## src/hdl/cpa_pkg.sv

```systemverilog
`timescale 1ns / 1ps
// ----------------------------------------------------------------------------
// Conductivity probe averager package
// Shared constants, register indexes, width helpers and the status group
// that the serial ratio unit reports to the top level.
// ----------------------------------------------------------------------------
package cpa_pkg;

   localparam int DEFAULT_MAX_SAMPLES = 1024;
   localparam int DEFAULT_ADC_BITS    = 10;

   // Width of the resistance registers and of the signed result.
   localparam int REG_W = 16;
   localparam int RES_W = 27;

   // Configuration register indexes.
   localparam int CSR_INDEX_W = 2;
   localparam logic [CSR_INDEX_W-1:0] CSR_DIVIDER   = 2'd0;
   localparam logic [CSR_INDEX_W-1:0] CSR_CABLE     = 2'd1;
   localparam logic [CSR_INDEX_W-1:0] CSR_SWITCHING = 2'd2;

   localparam logic [REG_W-1:0] RESET_DIVIDER = 16'd1225;
   localparam logic [REG_W-1:0] RESET_CABLE   = 16'd250;

   // Request kinds carried in the request tuser bit.
   localparam logic REQ_SAMPLE = 1'b0;
   localparam logic REQ_READ   = 1'b1;

   typedef struct packed {
      logic busy;
      logic done;
   } calc_stat_type;

   function automatic int count_width(int max_samples);
      return $clog2(max_samples + 1);
   endfunction

   function automatic int sum_width(int max_samples, int adc_bits);
      longint peak;
      peak = longint'(max_samples) * ((longint'(1) << adc_bits) - 1);
      return $clog2(peak + 1);
   endfunction

   function automatic int denom_width(int max_samples, int adc_bits);
      return $clog2((longint'(max_samples) << adc_bits) + 1);
   endfunction

   // The magnitude of the quotient stays below 2^(REG_W + adc_bits).
   function automatic int quot_width(int adc_bits);
      return REG_W + adc_bits;
   endfunction

endpackage

```

## src/hdl/conductivity_probe_averager.sv

```systemverilog
`timescale 1ns / 1ps
// ----------------------------------------------------------------------------
// Conductivity probe averager
// Accumulates converter samples from a conductivity probe, mirroring every
// other one when the drive polarity alternates, and reports the averaged
// liquid resistance in tenths of an ohm on request.
// ----------------------------------------------------------------------------
// Channel | Direction | Handshake              | Contents
// req     | in        | req_tvalid/req_tready  | sample or read request
// rsp     | out       | rsp_tvalid/rsp_tready  | resistance, count and flags
// csr     | in        | csr_we                 | divider, cable, switching
//
// Requests are accepted only while no read is in progress. During a read
// the serial multiply retires one resistor bit per cycle and the restoring
// divider one quotient bit per cycle. Synchronous reset restores the
// register defaults and clears the sum, the count, the phase and the dropped
// flag. The result sits in an output register, so samples keep flowing
// while a response is stalled and no read is in flight; a read whose result
// finds that register still full holds off all requests until it drains.
// ----------------------------------------------------------------------------
module conductivity_probe_averager #(
   parameter int MAX_SAMPLES = cpa_pkg::DEFAULT_MAX_SAMPLES,
   parameter int ADC_BITS    = cpa_pkg::DEFAULT_ADC_BITS
) (
   input  logic                                clock,
   input  logic                                reset,
   // Configuration write port.
   input  logic                                csr_we,
   input  logic [cpa_pkg::CSR_INDEX_W-1:0]     csr_index,
   input  logic [cpa_pkg::REG_W-1:0]           csr_wdata,
   // Request channel.
   input  logic                                req_tvalid,
   output logic                                req_tready,
   // tdata, from bit 0: adc_sample, clear_after, zero fill.
   input  logic [((ADC_BITS + 1 + 7) / 8) * 8 - 1:0] req_tdata,
   // tuser: req_type.
   input  logic                                req_tuser,
   // Response channel.
   output logic                                rsp_tvalid,
   input  logic                                rsp_tready,
   // tdata, from bit 0: resistance_tenths, samples_used, zero fill.
   output logic [((cpa_pkg::RES_W + cpa_pkg::count_width(MAX_SAMPLES) + 7) / 8) * 8 - 1:0]
                                               rsp_tdata,
   // tuser, from bit 0: result_valid, count_saturated.
   output logic [1:0]                          rsp_tuser
);

   localparam int RW    = cpa_pkg::REG_W;
   localparam int RES_W = cpa_pkg::RES_W;
   localparam int CW    = cpa_pkg::count_width(MAX_SAMPLES);
   localparam int SW    = cpa_pkg::sum_width(MAX_SAMPLES, ADC_BITS);
   localparam int DW    = cpa_pkg::denom_width(MAX_SAMPLES, ADC_BITS);
   localparam int QW    = cpa_pkg::quot_width(ADC_BITS);
   localparam int RSP_W = ((RES_W + CW + 7) / 8) * 8;
   localparam int EW    = (QW > RES_W) ? QW : RES_W;

   typedef enum logic [2:0] {
      T_IDLE = 3'b001,
      T_CALC = 3'b010,
      T_HOLD = 3'b100
   } top_state_type;

   // Configuration registers.
   logic [RW-1:0]      div_ff, div_in;
   logic [RW-1:0]      cab_ff, cab_in;
   logic               sw_ff, sw_in;

   // Accumulators.
   logic [SW-1:0]      sum_ff, sum_in;
   logic [CW-1:0]      count_ff, count_in;
   logic               phase_ff, phase_in;
   logic               drop_ff, drop_in;

   // Snapshot of the count and flag for the request in flight.
   logic [CW-1:0]      snap_count_ff, snap_count_in;
   logic               snap_drop_ff, snap_drop_in;

   top_state_type      state_ff, state_in;

   logic               rsp_valid_ff, rsp_valid_in;
   logic [RSP_W-1:0]   rsp_data_ff, rsp_data_in;
   logic [1:0]         rsp_user_ff, rsp_user_in;

   logic                  accept;
   logic                  is_read;
   logic                  start;
   logic                  full;
   logic [ADC_BITS-1:0]   sample;
   logic [DW-1:0]         denom;
   logic                  rsp_free;
   logic                  load_rsp;
   logic                  avg_valid;
   logic [EW-1:0]         q_ext;
   logic [EW-1:0]         q_signed;
   logic [RES_W-1:0]      result;

   cpa_pkg::calc_stat_type stat;
   logic                   negative;
   logic [QW-1:0]          quotient;

   assign req_tready = (state_ff == T_IDLE);
   assign accept     = req_tvalid && req_tready;
   assign is_read    = (req_tuser == cpa_pkg::REQ_READ);
   assign start      = accept && is_read;
   assign full       = (count_ff >= CW'(MAX_SAMPLES));

   // Mirroring a sample around full scale is a bitwise inversion.
   assign sample = (sw_ff && phase_ff) ? ~req_tdata[ADC_BITS-1:0]
                                       : req_tdata[ADC_BITS-1:0];

   // Denominator full_scale * count - sum; never zero while the count is not.
   assign denom = (DW'(count_ff) << ADC_BITS) - DW'(sum_ff);

   // Configuration writes. Indexes past the list are ignored.
   always_comb begin
      div_in = div_ff;
      cab_in = cab_ff;
      sw_in  = sw_ff;
      if (csr_we) begin
         unique case (csr_index)
            cpa_pkg::CSR_DIVIDER:   div_in = csr_wdata;
            cpa_pkg::CSR_CABLE:     cab_in = csr_wdata;
            cpa_pkg::CSR_SWITCHING: sw_in  = csr_wdata[0];
            default: begin
            end
         endcase
      end
   end

   // Accumulation and snapshot. A read captures everything it needs at
   // acceptance, so the clear may take effect at once.
   always_comb begin
      sum_in        = sum_ff;
      count_in      = count_ff;
      phase_in      = phase_ff;
      drop_in       = drop_ff;
      snap_count_in = snap_count_ff;
      snap_drop_in  = snap_drop_ff;
      if (accept) begin
         if (!is_read) begin
            if (full) begin
               drop_in = 1'b1;
            end else begin
               sum_in   = sum_ff + SW'(sample);
               count_in = count_ff + 1'b1;
            end
            // The probe was driven even when the sample is dropped.
            if (sw_ff) begin
               phase_in = !phase_ff;
            end
         end else begin
            snap_count_in = count_ff;
            snap_drop_in  = drop_ff;
            if (req_tdata[ADC_BITS]) begin
               sum_in   = '0;
               count_in = '0;
               drop_in  = 1'b0;
            end
         end
      end
   end

   cpa_ratio_div #(
      .MAX_SAMPLES (MAX_SAMPLES),
      .ADC_BITS    (ADC_BITS)
   ) u_ratio (
      .clock      (clock),
      .reset      (reset),
      .start      (start),
      .sum_in     (sum_ff),
      .denom_in   (denom),
      .divider_in (div_ff),
      .cable_in   (cab_ff),
      .stat       (stat),
      .negative   (negative),
      .quotient   (quotient)
   );

   // Sign the quotient and force the empty-average case to zero.
   always_comb begin
      avg_valid = (snap_count_ff != '0);
      q_ext     = EW'(quotient);
      q_signed  = negative ? (~q_ext + 1'b1) : q_ext;
      result    = avg_valid ? q_signed[RES_W-1:0] : '0;
   end

   assign rsp_free = !rsp_valid_ff || rsp_tready;
   assign load_rsp = rsp_free && (((state_ff == T_CALC) && stat.done)
                                  || (state_ff == T_HOLD));

   always_comb begin
      state_in = state_ff;
      unique case (state_ff)
         T_IDLE: begin
            if (start) begin
               state_in = T_CALC;
            end
         end
         T_CALC: begin
            if (stat.done) begin
               state_in = rsp_free ? T_IDLE : T_HOLD;
            end
         end
         T_HOLD: begin
            if (rsp_free) begin
               state_in = T_IDLE;
            end
         end
         default: begin
            state_in = T_IDLE;
         end
      endcase
   end

   always_comb begin
      rsp_valid_in = rsp_valid_ff;
      rsp_data_in  = rsp_data_ff;
      rsp_user_in  = rsp_user_ff;
      if (load_rsp) begin
         rsp_valid_in = 1'b1;
         rsp_data_in  = RSP_W'({snap_count_ff, result});
         rsp_user_in  = {snap_drop_ff, avg_valid};
      end else if (rsp_tready) begin
         rsp_valid_in = 1'b0;
      end
   end

   always_ff @(posedge clock) begin
      if (reset) begin
         div_ff       <= cpa_pkg::RESET_DIVIDER;
         cab_ff       <= cpa_pkg::RESET_CABLE;
         sw_ff        <= 1'b0;
         sum_ff       <= '0;
         count_ff     <= '0;
         phase_ff     <= 1'b0;
         drop_ff      <= 1'b0;
         state_ff     <= T_IDLE;
         rsp_valid_ff <= 1'b0;
      end else begin
         div_ff       <= div_in;
         cab_ff       <= cab_in;
         sw_ff        <= sw_in;
         sum_ff       <= sum_in;
         count_ff     <= count_in;
         phase_ff     <= phase_in;
         drop_ff      <= drop_in;
         state_ff     <= state_in;
         rsp_valid_ff <= rsp_valid_in;
      end
   end

   always_ff @(posedge clock) begin
      snap_count_ff <= snap_count_in;
      snap_drop_ff  <= snap_drop_in;
      rsp_data_ff   <= rsp_data_in;
      rsp_user_ff   <= rsp_user_in;
   end

   assign rsp_tvalid = rsp_valid_ff;
   assign rsp_tdata  = rsp_data_ff;
   assign rsp_tuser  = rsp_user_ff;

   // A read is only started while the ratio unit is free.
   a_start_idle_unit: assert property (@(posedge clock) disable iff (reset)
      start |-> !stat.busy)
      else $error("read started while the ratio unit was busy");

   // The unit finishes only for a read the top level is waiting on.
   a_done_in_calc: assert property (@(posedge clock) disable iff (reset)
      stat.done |-> (state_ff == T_CALC))
      else $error("ratio unit finished outside of a calculation");

   // The count never passes its ceiling.
   a_count_bound: assert property (@(posedge clock) disable iff (reset)
      count_ff <= CW'(MAX_SAMPLES))
      else $error("sample count above its ceiling");

   // A sample arriving at a full count marks the average as saturated.
   a_drop_on_full: assert property (@(posedge clock) disable iff (reset)
      (accept && !is_read && full) |=> drop_ff)
      else $error("sample dropped without setting the saturation flag");

   // A clearing read leaves empty accumulators behind.
   a_clear_after_read: assert property (@(posedge clock) disable iff (reset)
      (start && req_tdata[ADC_BITS]) |=> (sum_ff == '0 && count_ff == '0 && !drop_ff))
      else $error("accumulators not cleared after a clearing read");

   // A valid average always reports a nonzero sample count.
   a_valid_has_samples: assert property (@(posedge clock) disable iff (reset)
      (rsp_valid_ff && rsp_user_ff[0]) |-> (rsp_data_ff[RES_W +: CW] != '0))
      else $error("valid result with an empty sample count");

endmodule

```

## src/hdl/cpa_ratio_div.sv

```systemverilog
`timescale 1ns / 1ps
// ----------------------------------------------------------------------------
// Conductivity probe averager ratio unit
// Radix-2 serial multiply of both products, then a restoring divide that
// retires one quotient bit per cycle.
// ----------------------------------------------------------------------------
module cpa_ratio_div #(
   parameter int MAX_SAMPLES = cpa_pkg::DEFAULT_MAX_SAMPLES,
   parameter int ADC_BITS    = cpa_pkg::DEFAULT_ADC_BITS
) (
   input  logic                                      clock,
   input  logic                                      reset,
   input  logic                                      start,
   input  logic [cpa_pkg::sum_width(MAX_SAMPLES, ADC_BITS)-1:0]   sum_in,
   input  logic [cpa_pkg::denom_width(MAX_SAMPLES, ADC_BITS)-1:0] denom_in,
   input  logic [cpa_pkg::REG_W-1:0]                 divider_in,
   input  logic [cpa_pkg::REG_W-1:0]                 cable_in,
   output cpa_pkg::calc_stat_type                    stat,
   output logic                                      negative,
   output logic [cpa_pkg::quot_width(ADC_BITS)-1:0]  quotient
);

   localparam int RW  = cpa_pkg::REG_W;
   localparam int SW  = cpa_pkg::sum_width(MAX_SAMPLES, ADC_BITS);
   localparam int DW  = cpa_pkg::denom_width(MAX_SAMPLES, ADC_BITS);
   localparam int QW  = cpa_pkg::quot_width(ADC_BITS);
   localparam int PW  = RW + DW;
   localparam int SPW = $clog2(QW);

   typedef enum logic [4:0] {
      U_IDLE = 5'b00001,
      U_MUL  = 5'b00010,
      U_DIFF = 5'b00100,
      U_DIV  = 5'b01000,
      U_DONE = 5'b10000
   } unit_state_type;

   unit_state_type    state_ff, state_in;
   logic [SPW-1:0]    step_ff, step_in;
   logic [SW-1:0]     sum_op_ff, sum_op_in;
   logic [DW-1:0]     den_ff, den_in;
   logic [RW-1:0]     rd_sh_ff, rd_sh_in;
   logic [RW-1:0]     rc_sh_ff, rc_sh_in;
   logic [PW-1:0]     num_acc_ff, num_acc_in;
   logic [PW-1:0]     off_acc_ff, off_acc_in;
   logic [DW-1:0]     rem_ff, rem_in;
   logic [QW-1:0]     quo_ff, quo_in;
   logic              neg_ff, neg_in;

   logic [PW:0]       diff_pos;
   logic [PW-1:0]     mag;
   logic [DW+1:0]     trial;
   logic              fits;

   always_comb begin
      diff_pos = {1'b0, num_acc_ff} - {1'b0, off_acc_ff};
      mag      = diff_pos[PW] ? (off_acc_ff - num_acc_ff) : diff_pos[PW-1:0];
      trial    = {1'b0, rem_ff, quo_ff[QW-1]} - {2'b00, den_ff};
      fits     = !trial[DW+1];
   end

   always_comb begin
      state_in   = state_ff;
      step_in    = step_ff;
      sum_op_in  = sum_op_ff;
      den_in     = den_ff;
      rd_sh_in   = rd_sh_ff;
      rc_sh_in   = rc_sh_ff;
      num_acc_in = num_acc_ff;
      off_acc_in = off_acc_ff;
      rem_in     = rem_ff;
      quo_in     = quo_ff;
      neg_in     = neg_ff;
      unique case (state_ff)
         U_IDLE: begin
            if (start) begin
               sum_op_in  = sum_in;
               den_in     = denom_in;
               rd_sh_in   = divider_in;
               rc_sh_in   = cable_in;
               num_acc_in = '0;
               off_acc_in = '0;
               step_in    = SPW'(RW - 1);
               state_in   = U_MUL;
            end
         end
         U_MUL: begin
            // Multiplier bits are taken from the top down, one per cycle.
            num_acc_in = {num_acc_ff[PW-2:0], 1'b0}
                         + (rd_sh_ff[RW-1] ? PW'(sum_op_ff) : '0);
            off_acc_in = {off_acc_ff[PW-2:0], 1'b0}
                         + (rc_sh_ff[RW-1] ? PW'(den_ff) : '0);
            rd_sh_in   = {rd_sh_ff[RW-2:0], 1'b0};
            rc_sh_in   = {rc_sh_ff[RW-2:0], 1'b0};
            step_in    = step_ff - 1'b1;
            if (step_ff == '0) begin
               state_in = U_DIFF;
            end
         end
         U_DIFF: begin
            // The top bits of the magnitude are already below the divisor.
            neg_in   = diff_pos[PW];
            rem_in   = DW'(mag[PW-1:QW]);
            quo_in   = mag[QW-1:0];
            step_in  = SPW'(QW - 1);
            state_in = U_DIV;
         end
         U_DIV: begin
            rem_in  = fits ? trial[DW-1:0] : {rem_ff[DW-2:0], quo_ff[QW-1]};
            quo_in  = {quo_ff[QW-2:0], fits};
            step_in = step_ff - 1'b1;
            if (step_ff == '0) begin
               state_in = U_DONE;
            end
         end
         U_DONE: begin
            state_in = U_IDLE;
         end
         default: begin
            state_in = U_IDLE;
         end
      endcase
   end

   always_ff @(posedge clock) begin
      if (reset) begin
         state_ff <= U_IDLE;
      end else begin
         state_ff <= state_in;
      end
   end

   always_ff @(posedge clock) begin
      step_ff    <= step_in;
      sum_op_ff  <= sum_op_in;
      den_ff     <= den_in;
      rd_sh_ff   <= rd_sh_in;
      rc_sh_ff   <= rc_sh_in;
      num_acc_ff <= num_acc_in;
      off_acc_ff <= off_acc_in;
      rem_ff     <= rem_in;
      quo_ff     <= quo_in;
      neg_ff     <= neg_in;
   end

   assign stat.busy = (state_ff != U_IDLE);
   assign stat.done = (state_ff == U_DONE);
   assign negative  = neg_ff;
   assign quotient  = quo_ff;

endmodule
```

## config.mk

```make
export PLATFORM = sky130hd
export DESIGN_NAME = conductivity_probe_averager
export DESIGN_NICKNAME = d
export VERILOG_FILES = /design/src/hdl/cpa_pkg.sv /design/src/hdl/conductivity_probe_averager.sv /design/src/hdl/cpa_ratio_div.sv
export SDC_FILE = /design/constraint.sdc
export NUM_CORES = 1
export LEC_CHECK = 0
export ABC_AREA = 1
export ABC_CLOCK_PERIOD_IN_PS = 22300
export BUFFER_PORTS_ARGS = -buffer_cell sky130_fd_sc_hd__buf_2
export CORE_ASPECT_RATIO = 0.75
export CORE_MARGIN = 1.5
export CORE_UTILIZATION = 57
export CTS_CLUSTER_DIAMETER = 200
export DETAILED_ROUTE_END_ITERATION = 8
export GPL_TIMING_DRIVEN = 0
export HOLD_SLACK_MARGIN = 0.05
export PLACE_DENSITY = 0.84
export SKIP_LAST_GASP = 1
export SLEW_MARGIN = 20
export SYNTH_ARGS = -nofsm -noshare
export SYNTH_HDL_FRONTEND = slang
export SYNTH_SLANG_ARGS = --single-unit
export TNS_END_PERCENT = 1
```

## constraint.sdc

```tcl
create_clock -name clock -period 22.3 [get_ports clock]
set_clock_uncertainty 0.1 [all_clocks]
set_input_delay 4.46 -clock clock [delete_from_list [all_inputs] [get_ports clock]]
set_output_delay 4.46 -clock clock [all_outputs]
set_load 0.02 [all_outputs]
```

==> results.md <==
- The flow ran to the end, and the final reports show no timing, DRC or antenna violations.
- The achievable clock frequency is 141.0 MHz.
- Traced cell by cell, the critical path runs through buf_2, nand2_1, nor2_2, inv_1, nor2_4, inv_1, nand2_4, buf_16, buf_12.
- For this design, the sink count on the clock tree is 326.
- The total detailed-routing wirelength is 70720 um.
- The count of max-cap constraint violations is 0.
- The worst-case vdd ir drop is 0.05948 mV.
- For this configuration, the core starts out at a cell density of 0.5769.
- In this run the power density over the cells is 64.27 nW/um2.
- The critical path arrival is 7220 ps.
- Of the cells placed in the final design, the portion with a size suffix greater than 1 is 0.05986.
- The number of max-slew violations in the final report was 0.
- The number of warning messages in the yosys log is 0.
- The class of the most critical hold timing path is reg -> reg.
- The number of remaining DRC errors is 0.
- The number of non-filler instances in the completed layout is 4161.
- The final worst-path cycle share is 0.3179.
- In this run the core area contains 65 standard-cell rows.
- The setup slack on the worst flop-to-flop path is 18530 ps.
- Summing over every cut layer, the via total after detailed routing is 23150.
- The async set or reset register ratio after synthesis is 0.
- The minimum clock period after layout is 7090 ps.
- The H-tree was split into 2 levels.
- The detailed placement HPWL is 56050 um.
- In this run, distinct cell masters in the synthesized netlist total 53.
- The part of the power in registers is 0.418.
- The top flip-flop cell by instance count after synthesis is edfxtp_1.
- Counting tap cells, the placed design contains a total of 4098 instances.
- The overall overflow remaining after global route is 0.
- The path with the worst hold slack has its endpoint at rsp_tuser[1].
- After the last flow step, the layout net total stands at 3770.
- The cell depth of the worst flop-to-flop path is 11.
- For the final routed database, the setup TNS stands at 0 ps.
- The maximum number of pins on one net before global-route repair is 49.
- The global-route total usage across every layer is 0.3216.
- The ratio of routed vias to standard cells is 5.564.
- The hold buffer count at cts is 0.
- The portion of the post-synthesis area used by sequential elements is 0.3733.
- The layout overhead on the synthesized area is 9.685%.
- The number of top-level design ports is 84.
- Counting the fill cells in the layout gives 3854.
- For this design, the slowest cell found on the critical path is nor2_2.
- The total count of hold-check failures in the final report is 0.
- Of the total power, the share spent switching nets is 0.3307.
- The worst relative slew slack is 0.3869.
- The number of flops mapped to enable cells by yosys is 251.
- Measured along the x axis, the die boundary spans 241.0 um.
- The worst hold path begins at snap_drop_ff.
- In this run, the number of DRC markers left after iteration 0 of detailed routing was 2419.
- After synthesis, the cell types taking the most area are edfxtp_1 (31%), nand2_1 (16%), ha_1 (8.2%).
- The die boundary height is 181.5 um.
- After clock tree synthesis, the clock-pin slew on the worst setup and hold paths is 60 ps.
- The clock share of power is 0.340.
- The floorplan step defined a die boundary enclosing 43730 um2.
- Internal power comes to 1.142 mW.
- At the worst endpoint, the required time is 22430 ps.
- STA classifies the critical path endpoint as a register.
- Of the post-synthesis cell area, the dominant cell type holds 0.3113.
- In this run the clock root is driven by a clkbuf_16.
- The most common cell in the synthesized netlist is nand2_1.
- The instance count along the most critical hold path is 0.
- The largest fanout of any net on the critical path is 46.
- The number of setup buffers added after CTS is 0.
- The number of port buffers is 75.
- The wire length of the first global-routing pass is 110500 um.
- The switching power of the nets is 0.5644 mW.
- The synthesis-stage register bit count is 326.
- Setup violations remaining at the end of the flow were counted as 0.
- Counting the buffers created by CTS gives 35.
- Of all cell types, the one taking the most synthesized area is edfxtp_1.
- The later pin in the worst-skew pair is clocked with a latency of 560 ps.
- The count of instances resized after the clock tree is built is 0.
- By count the netlist is led by nand2_1 (1052), inv_1 (509), nor2_1 (334).
- A synthesized cell averages 7.020 um2.
- On the worst path, the slowest cell contributes a delay of 580 ps.
- No sink is reached through more buffers than the 3 on the longest clock path.
- The initial antenna violation count is 0.
- The element type at the critical path start is an input pin.
- The total area inside the core boundary comes to 41970 um2.
- 0 antenna diodes ended up in the layout.
- The routed wirelength normalized by instance count is 17.00 um.
- The leakage dissipation is 12.74 nW.
- The number of global-route vias before repair is 20850.
- The source of the worst register-to-register timing path is state_ff[2].
- The CTS tree is yes.
- In this design, the critical path's most frequently occurring cell is inv_1.
- Setup repair after global routing left no endpoint under its margin.
- For the pin with the worst max-slew slack, the measured transition is 912.8 ps.
- The detail route stage leaves a number of antenna-violating nets equal to 0.
- Counting every instance in the synthesized netlist gives 3449.
- The placer congestion estimate is 1.030.
- The synthesized netlist occupies a cell area of 24210 um2.
- The worst register-to-register path ends at u_ratio.num_acc_ff[36].
- The pre-antenna-repair detailed-routing pass consisted of 6 iterations.
- The critical path in this run is classified as in -> reg.
- The combinational share of power is 0.242.
## sequential cells by signal, indices dropped and copies added (netlist names), 2 cells and up
register	cells
rsp_tdata	38
u_ratio.num_acc_ff	37
u_ratio.off_acc_ff	37
u_ratio.quotient	26
u_ratio.den_ff	21
u_ratio.rem_ff	21
sum_ff	20
u_ratio.sum_op_ff	19
cab_ff	16
div_ff	16
u_ratio.rc_sh_ff	16
u_ratio.rd_sh_ff	16
count_ff	11
snap_count_ff	11
u_ratio.state_ff	5
u_ratio.step_ff	5
state_ff	3
rsp_tuser	2
## layout make-up
class                   count  area (um2)  share of cell area
multi-input cells        2515       12850              0.4839
flip-flops and latches    326        9039              0.3404
plain buffers              78       374.1             0.01409
clock buffers              44       930.9             0.03505
clock inverters            19       186.4            0.007020
well taps                 569       711.9             0.02681
repair buffers             79       470.5             0.01772
inverters                 531        1993             0.07506
## metal layers
metal	wire (um)	global-route usage	vias to the layer above
met4	2347	0.1050	0
met5	0	0	-
met2	29660	0.4766	1050
li1	-	-	11410
met1	31660	0.4750	10580
met3	7056	0.05442	113
## critical path, delay by kind of cell
family | cells | cell delay (ps)
buffers and inverters | 5 | 1090
and+or+nand+nor | 4 | 1630
## stage by stage
step	utilization	power (mW)	setup slack, ps	hold WS, ps	cell area (um2)
2_1_floorplan	-	1.002	12070	300.3	24210
3_3_place_gp	0.6029	1.119	9758	312.6	25300
3_5_place_dp	0.6061	1.126	14250	323.4	25440
4_1_cts	0.6327	1.700	14790	337.7	26550
5_1_grt	0.6328	1.780	14980	342.5	26560
6_report	0.6328	1.707	15210	332.3	26560
## how the worst max path moves through the flow
stage	depth (start not counted)	slack (ps)	endpoint	start
finish	9	15210	u_ratio.num_acc_ff[36]	req_tvalid
global route	9	14980	u_ratio.num_acc_ff[36]	req_tvalid
CTS	9	14790	u_ratio.num_acc_ff[36]	req_tvalid
detailed placement	9	14250	u_ratio.num_acc_ff[36]	req_tvalid
global placement	7	9760	u_ratio.num_acc_ff[36]	req_tvalid
floorplan	6	12070	u_ratio.num_acc_ff[0]	req_tvalid
## power groups by stage
stage,Sequential (mW),Combinational (mW),Clock [mW]
finish,0.714,0.413,0.580
global route,0.716,0.458,0.606
CTS,0.713,0.403,0.584
detailed placement,0.725,0.401,0
global placement,0.728,0.391,0
floorplan,0.717,0.285,0
## cells in the final DEF, fill, tap and decap left out, drive strengths merged, types with 59 or more instances in the layout
cell type,n
xor2,59
edfxtp,251
clkbuf,83
nor3,63
inv,527
ha,158
nor2,343
a21oi,275
dfxtp,75
o21ai,206
nand3,177
nand2,1059
buf,118
## cell families after synthesis
group / count (synthesis) / share of synthesized area
flip-flops: 326 / 0.3733
other: 1 / 0.0001549
buffers and inverters: 609 / 0.09778
AO/OA/AOI/OAI: 557 / 0.1241
XOR/XNOR: 80 / 0.02894
AND/OR/NAND/NOR: 1712 / 0.2890
adder cells (fa/ha/maj): 164 / 0.08662
(Power assumes the default switching activity.)
